==> src/rtl/srmq_ram.sv <==
// generic single-write, single-read ram with registered read data
`default_nettype none
module srmq_ram #(
    parameter int WIDTH = 8,
    parameter int DEPTH = 16
) (
    input  wire logic                       i_clk,
    input  wire logic                       i_we,
    input  wire logic [$clog2(DEPTH)-1:0]   i_waddr,
    input  wire logic [WIDTH-1:0]           i_wdata,
    input  wire logic [$clog2(DEPTH)-1:0]   i_raddr,
    output      logic [WIDTH-1:0]           o_rdata
);
    logic [WIDTH-1:0] r_mem [DEPTH];
    logic [WIDTH-1:0] r_rdata;

    always_ff @(posedge i_clk) begin
        if (i_we) begin
            r_mem[i_waddr] <= i_wdata;
        end
        r_rdata <= r_mem[i_raddr];
    end

    assign o_rdata = r_rdata;
endmodule
`default_nettype wire

==> config.mk <==
export PLATFORM = sky130hd
export DESIGN_NAME = srmq_ram
export DESIGN_NICKNAME = d
export VERILOG_FILES = /design/src/rtl/srmq_ram.sv
export SDC_FILE = /design/constraint.sdc
export NUM_CORES = 1
export LEC_CHECK = 0
export BUFFER_PORTS_ARGS = -buffer_cell sky130_fd_sc_hd__buf_2
export CAP_MARGIN = 15
export CORE_UTILIZATION = 37
export DETAILED_ROUTE_END_ITERATION = 16
export HOLD_SLACK_MARGIN = 0.02
export PLACE_DENSITY = 0.63
export SYNTH_ARGS = -nofsm -noshare
export SYNTH_HDL_FRONTEND = slang
export SYNTH_SLANG_ARGS = --single-unit
export TNS_END_PERCENT = 50
==> constraint.sdc <==
create_clock -name i_clk -period 5 [get_ports i_clk]
set_input_delay 0.25 -clock i_clk [delete_from_list [all_inputs] [get_ports i_clk]]
set_output_delay 0.25 -clock i_clk [all_outputs]
set_load 0.05 [all_outputs]
==> results of run 1 <==
==> synth_stat cells <==
cell type	count	area, um2
mux4_2	18	405
nor2b_1	1	6.26
clkdlybuf4s25_2	3	30.0
mux4_1	14	368
and2b_1	1	7.51
nand3b_1	2	15.0
buf_4	1	7.51
or3b_2	1	8.76
nor3_1	4	20.0
and2_1	1	6.26
a22oi_1	16	120
nand2b_1	2	12.5
buf_2	3	15.0
nand2_1	9	33.8
nor2_1	13	48.8
buf_6	3	33.8
nand3_1	1	5.00
edfxtp_1	128	3840
dfxtp_1	8	160
==> report_power, final <==
part           switching, mW  total, mW  internal (mW)
Combinational         0.0916      0.138         0.0459
Sequential           0.00851       1.28           1.28
Clock                  0.431       1.20          0.768
Total                  0.531       2.62           2.09
==> through the flow <==
stage / cells / utilization [%] / hold slack (ps)
final: 454 / 44.8 / 235
after floorplan: 229 / - / 349
after CTS: 454 / 44.8 / 219
after global placement: 423 / 40.5 / 642
after detailed placement: 424 / 40.6 / 654
after global routing: 454 / 44.8 / 224
==> final cells by class <==
type / instances / share of cell area (%)
clock inverter: 12 / 2.27
timing repair buffer: 29 / 2.54
clock buffer: 18 / 7.15
multi-input combinational: 83 / 17.6
tap: 176 / 3.67
sequential: 136 / 66.7
==> critical path, cell delays in order <==
cell and delay (ps):
buf_2 780, mux4_1 660, a22oi_1 310, nand2_1 100
==> worst paths after layout <==
kind / endpoint / slack, ps
worst max-delay path: o_rdata[5]$_DFF_P_ / 3150
worst min-delay path: r_mem[5][1]$_DFFE_PP_ / 240
worst max register to register: o_rdata[5]$_DFF_P_ / 3600
worst min register to register: o_rdata[5]$_DFF_P_ / 670
==> layer usage <==
metal / GRT usage, % / vias up / share of wire [%]
met5: 0 / - / 0
met4: 5.86 / 0 / 0.57
met3: 4.61 / 5 / 5.6
met2: 21.9 / 75 / 46
met1: 22.5 / 1240 / 48
li1: - / 1050 / -
==> cell families (layout without fill, tap and decap cells) <==
group	Yosys count	count (layout)	synth area share [%]
flops	136	136	77.8
simple gates	35	35	3.18
mux	32	32	15.0
compound gates	16	16	2.33
buf+inv	10	59	1.68
==> state kept, by name (all words and copies together) (netlist names) <==
signal   cells
r_mem      128
o_rdata      8
==> results.md, run 1 <==
* Die Wd at 120 um
* Placed cell area at 5430 um2
* Largest net degree at the start of global routing at 33
* Slack of the critical path at 3150 ps
* TritonCTS Buffers at 17
* Synth-to-layout area growth at 16.6%
* PwrDens at 437 nW/um2
* HP Class: in2reg
* Synth Area per Inst at 22.5 um2
* DRT iter0 DRCs at 181
* Placement-stage worst setup slack at 2700 ps
* CTS Buffer Depth at 2
* HP Start: i_wdata[1]
* Max cap viols at 0
* Via count at 2370
* Initial antenna violation count at 0
* Reg2Reg Depth at 3
* # H-tree levels at 4
* Final instance area at 6000 um2
* FF/Latch Area at 4000 um2
* Commonest non-fill, non-tap cell in the layout: edfxtp_1
* Fillcell total at 1128
* Final net count at 285
* Antenna diode count at 0
* Static leakage at 1.99 nW
* Port Buffers at 25
* Hold-critical path depth at 1
* Slew Viols, Final at 0
* Outcome: complete, no violations
* WL final at 10100 um
* Unique masters post-synth at 19
* Clk slew on worst S/H paths at 50 ps
* GRT overflow at 0
* Fraction of the yosys area taken by sequential cells at 77.8%
* Antenna-violating nets left at 0
* Final setup vio count at 0
* FF+latch count, synth at 136
* Floorplan row count at 42
* Area taken by multi-input logic gates at 1060 um2
* Drt pass-1 iters at 5
* Most frequent cells in the layout: edfxtp_1, buf_2, mux4_2, clkbuf_16, a22oi_1
* Hpwl dp at 6160 um
* Die Y at 120 um
* CP startpoint: i_raddr[0]
* Gr usage total at 15.5%
* CTS resizes at 0
* Vias in the first global route at 2445
* Die area at 14400 um2
* # IOs at 26
* Final Wtd Congestion at 0.739
* Final clock skew at 6.65 ps
* Syn Std Cell Area at 5150 um2
* DR WL/cell at 22.2 um
* Crit path launch type: input port
* Remaining routing DRC violations at 0
* Cts hold-fix bufs at 0
* Crit. End Element: flop
* Ys Warns at 0
* Power Total at 2.62 mW
* Tcrit/Tclk final at 37.1%
* Postcts setup bufs at 0
* WP data required at 5280 ps
* Worst skew pair latency at 400 ps
* RSZ-0062 raised after global routing: no
* Final Hold Viols at 0
* Share of cells above drive strength 1 at 26.6%
* Global-route wire length before repair at 15400 um
* Initial core utilization at 38.4%
* Final min period at 1850 ps
* Fmax achieved at 0.540 GHz
* Worst R2R Start: r_mem[0][5]$_DFFE_PP_
* Max-slew headroom at 28.8%
* Worst VDD drop at 226 uV
* Placeable core region at 13400 um2
* Mapped Cells at 229
* Max Fanout on Critical Path at 32
* CTS tree: built
* Post-Route Setup TNS at 0 ps
* TritonCTS Sinks at 136
* Setup CP Type: in2reg
* Root Driver: clkbuf_16
* Post-synth net total at 247
* Worst Tran Pin Value at 1070 ps
* Worst path arrival time at 2130 ps
* Via/cell ratio at 5.22
Note: power is estimated with default switching activity, not from simulation.
==> run 2: changes to the inputs <==
- PLACE_DENSITY: 0.63 -> 0.65
- clock period: 5 -> 1.7 ns (I/O delays scaled with it)
==> results.md, run 2 (synthesized netlist as in run 1, its figures left out) <==
* WL met3 at 410 um (-28%)
* Static leakage at 2.12 nW (+6.6%)
* Fmax achieved at 0.713 GHz
* FF/Latch Area at 4000 um2 (unchanged)
* Final setup vio count at 0 (unchanged)
* Final Hold Viols at 0 (unchanged)
* Final net count at 303 (+6.3%)
* Hpwl dp at 6030 um (-2.1%)
* Highest Signal Layer: met4
* Worst hold margin at 68.0 ps (-167 ps)
* Vias in the first global route at 2467 (+0.90%)
* Crit. End Element: flop
* Share of cells above drive strength 1 at 32.2% (+5.6 points)
* Max-slew headroom at 70.1% (+41 points)
* CTS Buffer Depth at 2 (unchanged)
* Largest Register: r_mem
* Largest net degree at the start of global routing at 33 (unchanged)
* Gr usage total at 14.8% (-0.70 points)
* Util after Layout at 46.5% (+1.7 points)
* HP Class: in2reg
* Antenna diode count at 0 (unchanged)
* Area taken by multi-input logic gates at 1060 um2 (unchanged)
* Die Wd at 120 um (unchanged)
* # H-tree levels at 4 (unchanged)
* Floorplan row count at 42 (unchanged)
* Synth-to-layout area growth at 21.1%
* Remaining routing DRC violations at 0 (unchanged)
* GRT overflow at 0 (unchanged)
* Die Y at 120 um (unchanged)
* RSZ-0062 raised after global routing: no
* Die area at 14400 um2 (unchanged)
* Placeable core region at 13400 um2 (unchanged)
* Max Fanout on Critical Path at 1 (-97%)
* Hold-critical path depth at 1 (unchanged)
* # IOs at 26 (unchanged)
* DRT iter0 DRCs at 276 (+52%)
* Via count at 2369 (-0.042%)
* Slew Viols, Final at 0 (unchanged)
* Postcts setup bufs at 0 (unchanged)
* DR WL/cell at 20.7 um (-7.0%)
* Metal2 WL at 4660 um (+0.87%)
* TritonCTS Sinks at 136 (unchanged)
* WP data required at 1990 ps (-3290 ps)
* Metal-1 WL at 4650 um (-4.0%)
* Setup CP Type: reg2reg
* Root Driver: clkbuf_16
* WL final at 9800 um (-2.9%)
* Commonest non-fill, non-tap cell in the layout: edfxtp_1
* CTS resizes at 0 (unchanged)
* Worst path arrival time at 1690 ps (-440 ps)
* Final clock skew at 6.06 ps (-0.591 ps)
* Worst skew pair latency at 400 ps (about the same)
* Flip-flop count of the largest register after layout at 128 (unchanged)
* Reg2Reg Depth at 3 (unchanged)
* TritonCTS Buffers at 17 (unchanged)
* Worst VDD drop at 686 uV (+200%)
* Initial antenna violation count at 0 (unchanged)
* Slack of the critical path at 298 ps (-2850 ps)
* Final min period at 1400 ps
* Final Wtd Congestion at 0.728 (-1.5%)
* Cts hold-fix bufs at 0 (unchanged)
* Via/cell ratio at 5.00 (-4.3%)
* Global-route wire length before repair at 14800 um (-4.0%)
* Worst Tran Pin Value at 449 ps (-619 ps)
* Antenna-violating nets left at 0 (unchanged)
* Clk slew on worst S/H paths at 60 ps (about the same)
* Most frequent cells in the layout: edfxtp_1, buf_2, buf_4, mux4_2, clkbuf_16
* Max cap viols at 0 (unchanged)
* Fillcell total at 1109 (-1.7%)
* Post-Route Setup TNS at 0 ps (unchanged)
* Crit path launch type: flop
* Tcrit/Tclk final at 82.5%
* Initial core utilization at 38.4% (unchanged)
* Drt pass-1 iters at 4 (-1)
* PwrDens at 1280 nW/um2 (+190%)
* Outcome: complete, no violations
* Port Buffers at 25 (unchanged)
* CTS tree: built
* Placement-stage worst setup slack at 171 ps (-2530 ps)
run 2: worst paths after layout:
| path | to | slack [ps] | from |
|---|---|---|---|
| max | o_rdata[2]$_DFF_P_ | 300 | r_mem[1][2]$_DFFE_PP_ |
| min | r_mem[10][7]$_DFFE_PP_ | 70 | i_wdata[7] |
| max reg2reg | o_rdata[2]$_DFF_P_ | 300 | r_mem[1][2]$_DFFE_PP_ |
| min reg2reg | o_rdata[7]$_DFF_P_ | 680 | r_mem[12][7]$_DFFE_PP_ |
run 2: worst max-delay path, cell delays in order (launching register included):
cell and delay [ps]:
edfxtp_1 360, mux4_1 510, a22oi_1 310, nand2_1 100
run 2: report_power, final:
part | total (mW) | switching, mW | internal [mW]
clock | 3.81 | 1.32 | 2.48
combinational | 0.429 | 0.270 | 0.158
sequential | 3.77 | 0.0200 | 3.75
run 2: cell type report:
cell class,count,share of cell area (%)
clock buffer,19,7.11
clock inverter,13,2.87
multi-input combinational,83,17.0
sequential,136,64.3
tap,176,3.53
timing repair buffer,47,5.26
run 2: through the flow:
step / instance area (um2) / std cells / total power, mW
floorplan: 5150 / 229 / 4.10
global placement: 5610 / 442 / 4.26
detailed placement: 5610 / 442 / 4.27
CTS: 6230 / 474 / 8.06
global route: 6230 / 474 / 8.23
finish: 6230 / 474 / 8.00
run 2: layer usage:
metal / vias to the layer above / global-route usage (%)
met3: 8 / 4.23
met2: 56 / 22.2
met1: 1217 / 20.8
met5: - / 0
li1: 1088 / -
met4: 0 / 4.77
